File: src/hdl/spm_pkg.sv
package spm_pkg;

    // field widths
    localparam int CMD_W    = 1;
    localparam int IDX_W    = 3;
    localparam int SPEED_W  = 24;
    localparam int VAL_W    = 32;
    localparam int PCT_W    = 8;
    localparam int CNT_W    = 4;
    localparam int CFG_IDX_W  = 2;
    localparam int CFG_DATA_W = 8;

    // speed after override stays below 2^26 (24-bit request times 255 / 100)
    localparam int S_W      = 26;

    // shared multiplier
    localparam int MUL_W    = 32;
    localparam int PROD_W   = 2 * MUL_W;

    // x / 100 == (x * magic) >> 37 for every 32-bit x
    localparam logic [MUL_W-1:0] DIV100_MAGIC = 32'h51EB_851F;
    localparam int DIV100_SHIFT = 37;

    // 16.16 slope
    localparam int FRAC_BITS = 16;
    localparam int SUM_W     = PROD_W - FRAC_BITS + 1;

    localparam int MAX_POINTS_DEF = 8;

    localparam logic [PCT_W-1:0] PCT_RESET   = 8'd100;
    localparam logic [CNT_W-1:0] POINTS_RESET = 4'd0;
    localparam logic             ZOD_RESET   = 1'b1;

    localparam logic [VAL_W-1:0] VAL_ALL_ONES = '1;

    // commands
    localparam logic [CMD_W-1:0] CMD_LOAD = 1'b0;
    localparam logic [CMD_W-1:0] CMD_MAP  = 1'b1;

    // configuration register indexes
    localparam logic [CFG_IDX_W-1:0] CFG_POINTS_IN_USE    = 2'd0;
    localparam logic [CFG_IDX_W-1:0] CFG_OVERRIDE_PERCENT = 2'd1;
    localparam logic [CFG_IDX_W-1:0] CFG_ZERO_ON_DISABLE  = 2'd2;

    typedef struct packed {
        logic [SPEED_W-1:0] speed;
        logic [VAL_W-1:0]   offset;
        logic [VAL_W-1:0]   slope;
    } t_point;

    typedef struct packed {
        logic             en;
        logic [MUL_W-1:0] a;
        logic [MUL_W-1:0] b;
    } t_mul_req;

    typedef struct packed {
        logic [VAL_W-1:0] device_value;
        logic [VAL_W-1:0] applied_speed;
    } t_result;

    typedef enum logic [3:0] {
        ST_IDLE,
        ST_MUL_PCT,
        ST_MUL_DIV,
        ST_CHECK,
        ST_FIRST,
        ST_WALK,
        ST_INTERP,
        ST_SUM,
        ST_OUT
    } t_state;

endpackage

File: src/hdl/piecewise_linear_speed_map.sv
// load transaction: taken when the sequencer is idle, a load may follow in the very next cycle
// map transaction: request scaled by the override percent, then divided by 100; zeroed
//   or empty-table results go straight to the output, else the walk reads breakpoints in
//   order and settles on one or, between two, interpolates with a multiply and a saturating sum
// one map in flight, the next transaction is taken the cycle after the result is registered;
//   each map runs on the breakpoint ram walk and shared 32x32 multiplier, reset clears all control
module piecewise_linear_speed_map #(
    parameter int MAX_POINTS = spm_pkg::MAX_POINTS_DEF
) (
    input  logic                           i_clk,
    input  logic                           i_rst_n,
    // configuration write port
    input  logic                           i_cfg_we,
    input  logic [spm_pkg::CFG_IDX_W-1:0]  i_cfg_index,
    input  logic [spm_pkg::CFG_DATA_W-1:0] i_cfg_data,
    // input channel
    input  logic                           i_in_valid,
    output logic                           o_in_stall,
    input  logic [spm_pkg::CMD_W-1:0]      i_cmd,
    input  logic [spm_pkg::IDX_W-1:0]      i_point_index,
    input  logic [spm_pkg::SPEED_W-1:0]    i_point_speed,
    input  logic [spm_pkg::VAL_W-1:0]      i_point_offset,
    input  logic [spm_pkg::VAL_W-1:0]      i_point_slope,
    input  logic                           i_spindle_disable,
    input  logic [spm_pkg::SPEED_W-1:0]    i_request_speed,
    // output channel
    output logic                           o_out_valid,
    input  logic                           i_out_stall,
    output logic [spm_pkg::VAL_W-1:0]      o_device_value,
    output logic [spm_pkg::VAL_W-1:0]      o_applied_speed
);
    import spm_pkg::*;

    localparam int AW = (MAX_POINTS > 1) ? $clog2(MAX_POINTS) : 1;

    // configuration registers
    logic [CNT_W-1:0] r_points_in_use, n_points_in_use;
    logic [PCT_W-1:0] r_override_percent, n_override_percent;
    logic             r_zero_on_disable, n_zero_on_disable;

    // output register
    logic             r_out_valid, n_out_valid;
    t_result          r_out, n_out;

    logic             w_accept;
    logic             w_load;
    logic             w_start;
    logic             w_busy;
    logic [AW-1:0]    w_rd_addr;
    t_point           w_rd_data;
    t_point           w_wr_data;
    t_mul_req         w_mul_req;
    logic [PROD_W-1:0] w_mul_prod;
    logic             w_res_valid;
    logic             w_res_ready;
    t_result          w_res;

    // the sequencer only takes a transaction when it sits idle
    assign o_in_stall = w_busy;
    assign w_accept   = i_in_valid && !w_busy;

    // loads go straight into the table; indexes past the table depth are dropped
    assign w_load  = w_accept && (i_cmd == CMD_LOAD) && (32'(i_point_index) < MAX_POINTS);
    assign w_start = w_accept && (i_cmd == CMD_MAP);

    assign w_wr_data.speed  = i_point_speed;
    assign w_wr_data.offset = i_point_offset;
    assign w_wr_data.slope  = i_point_slope;

    // config decode
    always_comb begin
        n_points_in_use    = r_points_in_use;
        n_override_percent = r_override_percent;
        n_zero_on_disable  = r_zero_on_disable;
        if (i_cfg_we) begin
            unique case (i_cfg_index)
                CFG_POINTS_IN_USE:    n_points_in_use    = i_cfg_data[CNT_W-1:0];
                CFG_OVERRIDE_PERCENT: n_override_percent = i_cfg_data[PCT_W-1:0];
                CFG_ZERO_ON_DISABLE:  n_zero_on_disable  = i_cfg_data[0];
                default: begin
                    // unknown register, write ignored
                end
            endcase
        end
    end

    always_ff @(posedge i_clk) begin
        if (!i_rst_n) begin
            r_points_in_use    <= POINTS_RESET;
            r_override_percent <= PCT_RESET;
            r_zero_on_disable  <= ZOD_RESET;
        end else begin
            r_points_in_use    <= n_points_in_use;
            r_override_percent <= n_override_percent;
            r_zero_on_disable  <= n_zero_on_disable;
        end
    end

    // breakpoint table: speed, offset and slope side by side in one ram word
    spm_ram #(
        .WIDTH ($bits(t_point)),
        .DEPTH (MAX_POINTS),
        .AW    (AW)
    ) u_ram (
        .i_clk   (i_clk),
        .i_we    (w_load),
        .i_waddr (AW'(i_point_index)),
        .i_wdata (w_wr_data),
        .i_raddr (w_rd_addr),
        .o_rdata (w_rd_data)
    );

    // shared multiplier: override percent, divide by 100, then interpolation
    spm_mul u_mul (
        .i_clk  (i_clk),
        .i_req  (w_mul_req),
        .o_prod (w_mul_prod)
    );

    spm_ctrl #(
        .MAX_POINTS (MAX_POINTS),
        .AW         (AW)
    ) u_ctrl (
        .i_clk              (i_clk),
        .i_rst_n            (i_rst_n),
        .i_start            (w_start),
        .i_spindle_disable  (i_spindle_disable),
        .i_request_speed    (i_request_speed),
        .i_points_in_use    (r_points_in_use),
        .i_override_percent (r_override_percent),
        .i_zero_on_disable  (r_zero_on_disable),
        .o_rd_addr          (w_rd_addr),
        .i_rd_data          (w_rd_data),
        .o_mul_req          (w_mul_req),
        .i_mul_prod         (w_mul_prod),
        .o_busy             (w_busy),
        .o_res_valid        (w_res_valid),
        .i_res_ready        (w_res_ready),
        .o_res              (w_res)
    );

    // output register parts the sequencer from the downstream stall, so loads and
    // the start of the next map carry on while a result waits to be taken
    assign w_res_ready = !r_out_valid || !i_out_stall;

    always_comb begin
        n_out_valid = r_out_valid;
        n_out       = r_out;
        if (r_out_valid && !i_out_stall) begin
            n_out_valid = 1'b0;
        end
        if (w_res_valid && w_res_ready) begin
            n_out_valid = 1'b1;
            n_out       = w_res;
        end
    end

    always_ff @(posedge i_clk) begin
        if (!i_rst_n) begin
            r_out_valid <= 1'b0;
        end else begin
            r_out_valid <= n_out_valid;
        end
    end

    always_ff @(posedge i_clk) begin
        r_out <= n_out;
    end

    assign o_out_valid     = r_out_valid;
    assign o_device_value  = r_out.device_value;
    assign o_applied_speed = r_out.applied_speed;

endmodule

File: src/hdl/spm_ram.sv
module spm_ram #(
    parameter int WIDTH = 8,
    parameter int DEPTH = 8,
    parameter int AW    = (DEPTH > 1) ? $clog2(DEPTH) : 1
) (
    input  logic             i_clk,
    input  logic             i_we,
    input  logic [AW-1:0]    i_waddr,
    input  logic [WIDTH-1:0] i_wdata,
    input  logic [AW-1:0]    i_raddr,
    output logic [WIDTH-1:0] o_rdata
);

    logic [WIDTH-1:0] r_mem [DEPTH];
    logic [WIDTH-1:0] r_rdata;

    always_ff @(posedge i_clk) begin
        if (i_we) begin
            r_mem[i_waddr] <= i_wdata;
        end
        r_rdata <= r_mem[i_raddr];
    end

    assign o_rdata = r_rdata;

endmodule

File: src/hdl/spm_mul.sv
module spm_mul (
    input  logic                     i_clk,
    input  spm_pkg::t_mul_req        i_req,
    output logic [spm_pkg::PROD_W-1:0] o_prod
);
    import spm_pkg::*;

    logic [PROD_W-1:0] r_prod;
    logic [PROD_W-1:0] n_prod;

    always_comb begin
        n_prod = r_prod;
        if (i_req.en) begin
            n_prod = PROD_W'(i_req.a) * PROD_W'(i_req.b);
        end
    end

    always_ff @(posedge i_clk) begin
        r_prod <= n_prod;
    end

    assign o_prod = r_prod;

endmodule

File: src/hdl/spm_ctrl.sv
module spm_ctrl #(
    parameter int MAX_POINTS = spm_pkg::MAX_POINTS_DEF,
    parameter int AW         = (MAX_POINTS > 1) ? $clog2(MAX_POINTS) : 1
) (
    input  logic                         i_clk,
    input  logic                         i_rst_n,
    // map transaction start
    input  logic                         i_start,
    input  logic                         i_spindle_disable,
    input  logic [spm_pkg::SPEED_W-1:0]  i_request_speed,
    // configuration
    input  logic [spm_pkg::CNT_W-1:0]    i_points_in_use,
    input  logic [spm_pkg::PCT_W-1:0]    i_override_percent,
    input  logic                         i_zero_on_disable,
    // table read
    output logic [AW-1:0]                o_rd_addr,
    input  spm_pkg::t_point              i_rd_data,
    // shared multiplier
    output spm_pkg::t_mul_req            o_mul_req,
    input  logic [spm_pkg::PROD_W-1:0]   i_mul_prod,
    // status and result
    output logic                         o_busy,
    output logic                         o_res_valid,
    input  logic                         i_res_ready,
    output spm_pkg::t_result             o_res
);
    import spm_pkg::*;

    localparam int CW = $clog2(MAX_POINTS + 1);

    t_state             r_state, n_state;
    logic               r_dis, n_dis;
    logic [SPEED_W-1:0] r_req, n_req;
    logic [S_W-1:0]     r_s, n_s;
    logic               r_zero, n_zero;
    logic [VAL_W-1:0]   r_val, n_val;
    t_point             r_cur, n_cur;
    logic [AW-1:0]      r_j, n_j;

    logic [CW-1:0]      w_n;
    logic               w_last;
    logic [SUM_W-1:0]   w_sum;

    // count clamped to the table depth
    always_comb begin
        if (32'(i_points_in_use) > MAX_POINTS) begin
            w_n = CW'(MAX_POINTS);
        end else begin
            w_n = CW'(i_points_in_use);
        end
    end

    assign w_last = (CW'(r_j) + CW'(1)) == w_n;
    assign w_sum  = SUM_W'(r_cur.offset) + SUM_W'(i_mul_prod[PROD_W-1:FRAC_BITS]);

    always_ff @(posedge i_clk) begin
        if (!i_rst_n) begin
            r_state <= ST_IDLE;
        end else begin
            r_state <= n_state;
        end
    end

    always_ff @(posedge i_clk) begin
        r_dis  <= n_dis;
        r_req  <= n_req;
        r_s    <= n_s;
        r_zero <= n_zero;
        r_val  <= n_val;
        r_cur  <= n_cur;
        r_j    <= n_j;
    end

    always_comb begin
        n_state   = r_state;
        n_dis     = r_dis;
        n_req     = r_req;
        n_s       = r_s;
        n_zero    = r_zero;
        n_val     = r_val;
        n_cur     = r_cur;
        n_j       = r_j;
        o_rd_addr = r_j;
        o_mul_req = '0;
        o_res_valid = 1'b0;

        unique case (r_state)
            ST_IDLE: begin
                if (i_start) begin
                    n_dis   = i_spindle_disable;
                    n_req   = i_request_speed;
                    n_state = ST_MUL_PCT;
                end
            end
            ST_MUL_PCT: begin
                o_mul_req.en = 1'b1;
                o_mul_req.a  = MUL_W'(r_req);
                o_mul_req.b  = MUL_W'(i_override_percent);
                n_state      = ST_MUL_DIV;
            end
            ST_MUL_DIV: begin
                // divide by 100 through the reciprocal
                o_mul_req.en = 1'b1;
                o_mul_req.a  = i_mul_prod[MUL_W-1:0];
                o_mul_req.b  = DIV100_MAGIC;
                n_state      = ST_MUL_DIV == r_state ? ST_CHECK : ST_MUL_DIV;
            end
            ST_CHECK: begin
                n_s    = i_mul_prod[DIV100_SHIFT+S_W-1:DIV100_SHIFT];
                n_zero = r_dis && i_zero_on_disable;
                o_rd_addr = '0;
                if ((r_dis && i_zero_on_disable) || (w_n == '0)) begin
                    n_val   = '0;
                    n_state = ST_OUT;
                end else begin
                    n_state = ST_FIRST;
                end
            end
            ST_FIRST: begin
                n_cur = i_rd_data;
                if ((r_s < S_W'(i_rd_data.speed)) || (r_s == '0)) begin
                    n_val   = i_rd_data.offset;
                    n_state = ST_OUT;
                end else if (w_n == CW'(1)) begin
                    n_val   = (i_rd_data.offset == VAL_ALL_ONES) ? VAL_W'(r_s)
                                                                : i_rd_data.offset;
                    n_state = ST_OUT;
                end else begin
                    n_j       = AW'(1);
                    o_rd_addr = AW'(1);
                    n_state   = ST_WALK;
                end
            end
            ST_WALK: begin
                // i_rd_data holds point r_j, r_cur holds point r_j - 1
                if (r_s < S_W'(i_rd_data.speed)) begin
                    n_state = ST_INTERP;
                end else if (w_last) begin
                    n_val   = (i_rd_data.offset == VAL_ALL_ONES) ? VAL_W'(r_s)
                                                                : i_rd_data.offset;
                    n_state = ST_OUT;
                end else begin
                    n_cur     = i_rd_data;
                    n_j       = r_j + AW'(1);
                    o_rd_addr = r_j + AW'(1);
                end
            end
            ST_INTERP: begin
                if (r_cur.offset == VAL_ALL_ONES) begin
                    n_val   = VAL_W'(r_s);
                    n_state = ST_OUT;
                end else begin
                    o_mul_req.en = 1'b1;
                    o_mul_req.a  = MUL_W'(r_s) - MUL_W'(r_cur.speed);
                    o_mul_req.b  = r_cur.slope;
                    n_state      = ST_SUM;
                end
            end
            ST_SUM: begin
                // saturate at 32 bits
                if (|w_sum[SUM_W-1:VAL_W]) begin
                    n_val = VAL_ALL_ONES;
                end else begin
                    n_val = w_sum[VAL_W-1:0];
                end
                n_state = ST_OUT;
            end
            ST_OUT: begin
                o_res_valid = 1'b1;
                if (i_res_ready) begin
                    n_state = ST_IDLE;
                end
            end
            default: begin
                n_state = ST_IDLE;
            end
        endcase
    end

    assign o_busy = r_state != ST_IDLE;
    assign o_res.device_value  = r_val;
    assign o_res.applied_speed = r_zero ? '0 : VAL_W'(r_s);

endmodule

File: config.mk
export PLATFORM = sky130hd
export DESIGN_NAME = piecewise_linear_speed_map
export DESIGN_NICKNAME = d
export VERILOG_FILES = /design/src/hdl/spm_pkg.sv /design/src/hdl/piecewise_linear_speed_map.sv /design/src/hdl/spm_ram.sv /design/src/hdl/spm_mul.sv /design/src/hdl/spm_ctrl.sv
export SDC_FILE = /design/constraint.sdc
export NUM_CORES = 2
export LEC_CHECK = 0
export BUFFER_PORTS_ARGS = -buffer_cell sky130_fd_sc_hd__buf_4
export CORE_ASPECT_RATIO = 0.7
export CORE_MARGIN = 1
export CORE_UTILIZATION = 64
export DETAILED_ROUTE_END_ITERATION = 7
export PLACE_DENSITY = 0.83
export SLEW_MARGIN = 20
export SYNTH_ARGS = -nofsm -noshare
export SYNTH_HDL_FRONTEND = slang
export SYNTH_SLANG_ARGS = --single-unit
export TNS_END_PERCENT = 50
File: constraint.sdc
create_clock -name i_clk -period 12.5 [get_ports i_clk]
set_input_delay 2.5 -clock i_clk [delete_from_list [all_inputs] [get_ports i_clk]]
set_output_delay 2.5 -clock i_clk [all_outputs]
set_load 0.05 [all_outputs]
==> impl_metrics.sql <==
INSERT INTO impl_metrics (metric_group, metric, value, unit) VALUES
('critical_path', 'critical_path.startpoint_type', 'register', ''),
('clock_network', 'max-clock-path-buffers', '3', ''),
('global_route', 'grt-ovfl-total', '0', ''),
('clock_network', 'worst_skew_late_latency', '0.70', 'ns'),
('sta', 'timing.hold.ws', '0.4052', 'ns'),
('critical_path', 'cell_type_of_the_slowest_stage_on_the_worst_timing_path', 'a22oi_1', ''),
('clock_network', 'clk_pin_slew_worst_paths', '0.06', 'ns'),
('sta', 'worst-slew-pin-transition', '1.311', 'ns'),
('drt', 'avgRoutedWirePerCell', '29.39', 'um'),
('yosys', 'synth.yosys.seq_area_share', '41.82', '%'),
('critical_path', 'cpMostUsedCell', 'fa_1', ''),
('final_layout', 'layout.cells.non_filler', '8394', ''),
('global_route', 'via_count_of_the_first_global_routing_pass', '53820', ''),
('sta', 'slew_headroom', '12.60', '%'),
('yosys', 'syn-cell-area', '76960', 'sq um'),
('drt', 'vias', '54100', ''),
('clock_network', 'post_cts_hold_buffer_count', '0', ''),
('floorplanning', 'design.portCount', '198', ''),
('drt', 'wirelength', '246700', 'um'),
('sta', 'finalHoldViolCount', '0', ''),
('yosys', 'yosys_register_bits', '1107', ''),
('global_route', 'grt_pass1_wl', '357600', 'um'),
('critical_path', 'crit_arrival', '12.41', 'ns'),
('critical_path', 'critical_path.max_fanout', '13', ''),
('power_and_ir_drop', 'p_leak', '34.95', 'nW'),
('final_layout', 'mostFrequentLayoutCells', 'inv_1 (1024), edfxtp_1 (1001), fa_1 (898), nand2_1 (622), nor2_1 (598)', ''),
('yosys', 'average_footprint_of_a_synthesized_cell', '11.62', 'sq um'),
('floorplanning', 'rows', '106', ''),
('clock_network', 'ctsRootBufferMaster', 'clkbuf_16', ''),
('yosys', 'dominantRegCellSynth', 'edfxtp_1', ''),
('floorplanning', 'initial_core_utilization', '64.47', '%'),
('place', 'detailedPlacementHpwl', '181800', 'um'),
('floorplanning', 'die_h', '292.1', 'um'),
('yosys', 'netlist_cell_types', '81', ''),
('critical_path', 'worstSetupPathType', 'register to register', ''),
('floorplanning', 'dieWidth', '416.5', 'um'),
('place', 'detailed_place.area', '80450', 'sq um'),
('global_route', 'antenna_found_initial', '15', ''),
('sta', 'layout_min_cycle_time', '11.98', 'ns'),
('critical_path', 'slowest_delay', '1.10', 'ns'),
('power_and_ir_drop', 'power.density_cell_area', '146.2', 'nW/um^2'),
('global_route', 'maximum_number_of_pins_on_one_net_before_global_route_repair', '181', ''),
('yosys', 'synth_cells', '6623', ''),
('clock_network', 'cts-htree-levels', '3', ''),
('yosys', 'asyncSetResetFlopFracSynth', '0', '%'),
('final_layout', 'final_common_cell', 'inv_1', ''),
('flow_run', 'max_cap_violations', '0', ''),
('drt', 'drt_iter0_drc', '7161', ''),
('sta', 'maxClockFrequency', '83.48', 'MHz'),
('sta', 'timing_max_transition_violations_final', '0', ''),
('yosys', 'synth_edf_count', '1001', ''),
('drt', 'drc', '0', ''),
('power_and_ir_drop', 'totalPowerFinal', '0.01223', 'W'),
('final_layout', 'num-nets-final', '8116', ''),
('critical_path', 'cp_data_required_time', '12.93', 'ns'),
('clock_network', 'cts_inserted_buffers', '93', ''),
('place', 'gp_congestion', '1.073', ''),
('sta', 'setup_tns', '0', 'ns'),
('drt', 'drt.antenna.violating_nets', '0', ''),
('yosys', 'number_of_warnings_printed_during_yosys_synthesis', '0', ''),
('power_and_ir_drop', 'ir_drop', '0.0001170', 'V'),
('place', 'placement.io_buffers', '191', ''),
('clock_network', 'cts_setup_buffers', '0', ''),
('run_status', 'outcome', 'finished, final reports clean', ''),
('final_layout', 'final_instance_area', '83650', 'sq um'),
('clock_network', 'cts_resized', '0', ''),
('place', 'dp_cell_count', '8213', ''),
('clock_network', 'cts_num_sinks', '1107', ''),
('min_path', 'timing.hold.worst.class', 'register to register', ''),
('sta', 'final_min_period_over_clock_period', '95.83', '%'),
('sta', 'grt_setup_unrepaired', 'false', ''),
('final_layout', 'nFillCells', '8259', ''),
('drt', 'first_pass_iters', '8', ''),
('critical_path', 'worstSetupEndpointType', 'register', ''),
('floorplanning', 'core-area', '119400', 'sq um'),
('drt', 'drt-vias-per-instance', '6.445', ''),
('final_layout', 'final_layout_size_suffix_gt1_share', '9.563', '%'),
('final_layout', 'area_growth_syn_to_layout', '8.699', '%'),
('sta', 'timing.clock.skew', '0.03496', 'ns'),
('clock_network', 'tritoncts', 'done', ''),
('floorplanning', 'design.die.area', '121700', 'sq um'),
('sta', 'finalSetupViolCount', '0', ''),
('global_route', 'all_layer_global_routing_usage', '40.95', '%');
[sequential cells by signal, summed over array words and instances (netlist names)]
signal,count
o_device_value,32
u_ctrl.r_state,4
r_zero_on_disable,1
o_out_valid,1
u_ctrl.r_dis,1
u_ctrl.r_s,26
o_applied_speed,26
u_ctrl.r_j,3
r_points_in_use,4
u_ctrl.r_cur,88
u_ram.r_mem,704
u_ctrl.r_zero,1
u_ctrl.r_val,32
r_override_percent,8
u_ram.o_rdata,88
u_ctrl.r_req,24
u_mul.o_prod,64
[critical path, delay by kind of cell (launching register included)]
| kind | cells | cell delay, ns |
|---|---|---|
| flip-flops | 1 | 0.50 |
| AND/OR/NAND/NOR | 5 | 1.52 |
| AO/OA/AOI/OAI | 14 | 4.30 |
| XOR/XNOR | 1 | 0.08 |
| buffers and inverters | 4 | 0.42 |
| adder cells (fa/ha/maj) | 10 | 4.87 |
[layer usage]
| metal | routed length (um) | global-route usage, % | up-vias | part of all wire, % |
|---|---|---|---|---|
| met1 | 93960 | 57.10 | 26980 | 38 |
| li1 | - | - | 22320 | - |
| met5 | 160 | 0.5518 | - | 0.065 |
| met2 | 100400 | 56.21 | 4082 | 41 |
| met3 | 41510 | 19.10 | 712 | 17 |
| met4 | 10720 | 14.54 | 12 | 4.3 |
[synth_stat cells (85+ instances only)]
master | count | area (sq um)
a211oi_1 | 197 | 1479
a21o_1 | 87 | 653.1
a21oi_1 | 160 | 800.8
clkbuf_1 | 234 | 878.3
dfxtp_1 | 106 | 2122
edfxtp_1 | 1001 | 30060
fa_1 | 898 | 17980
ha_1 | 343 | 4292
inv_1 | 1025 | 3847
mux2_1 | 85 | 957.2
mux2_2 | 92 | 1036
mux2i_1 | 108 | 1081
nand2_1 | 626 | 2350
nor2_1 | 605 | 2271
nor2b_1 | 135 | 844.6
o22ai_1 | 91 | 569.3
[power by group]
group / total, W / switching [W] / internal (W)
logic: 0.00457 / 0.00322 / 0.00134
clock network: 0.00304 / 0.00134 / 0.00170
registers: 0.00462 / 0.000264 / 0.00435
total: 0.0122 / 0.00483 / 0.00740
[cell families after synthesis]
group	Yosys count	share of synthesized area (%)
AO/OA/AOI/OAI	891	7.923
XOR/XNOR	112	1.293
adder cells (fa/ha/maj)	1241	28.94
buffers and inverters	1354	6.864
flip-flops	1107	41.82
multiplexers	285	3.995
other	1	0.004873
AND/OR/NAND/NOR	1632	9.165
[area by class of cell]
cell class	instances	area [sq um]	area share (%)
Antenna cell	10	25.02	0.02992
Multi-Input combinational cell	4167	39830	47.61
Inverter	1025	3847	4.600
Clock inverter	45	593.1	0.7090
Sequential cell	1107	32180	38.47
Clock buffer	125	2559	3.059
Timing Repair Buffer	349	2655	3.174
Tap cell	1566	1959	2.342
[worst paths after layout]
check | startpoint | to | slack, ns | depth (start not counted)
setup reg to reg | u_ctrl.r_s[1] | u_mul.o_prod[58] | 0.52 | 34
hold reg to reg | u_ram.o_rdata[7] | u_ctrl.r_cur[7] | 0.41 | 0
hold / removal | u_ram.o_rdata[7] | u_ctrl.r_cur[7] | 0.41 | 0
setup / recovery | u_ctrl.r_s[1] | u_mul.o_prod[58] | 0.52 | 34
[stage by stage]
step	utilization, %	setup WS, ns
after floorplan	-	2.833
after global routing	70.07	0.1275
final	70.08	0.5216
after CTS	70.04	1.005
after detailed placement	67.40	1.049
after global placement	67.39	1.003
Power figures use the tool's default switching activity.
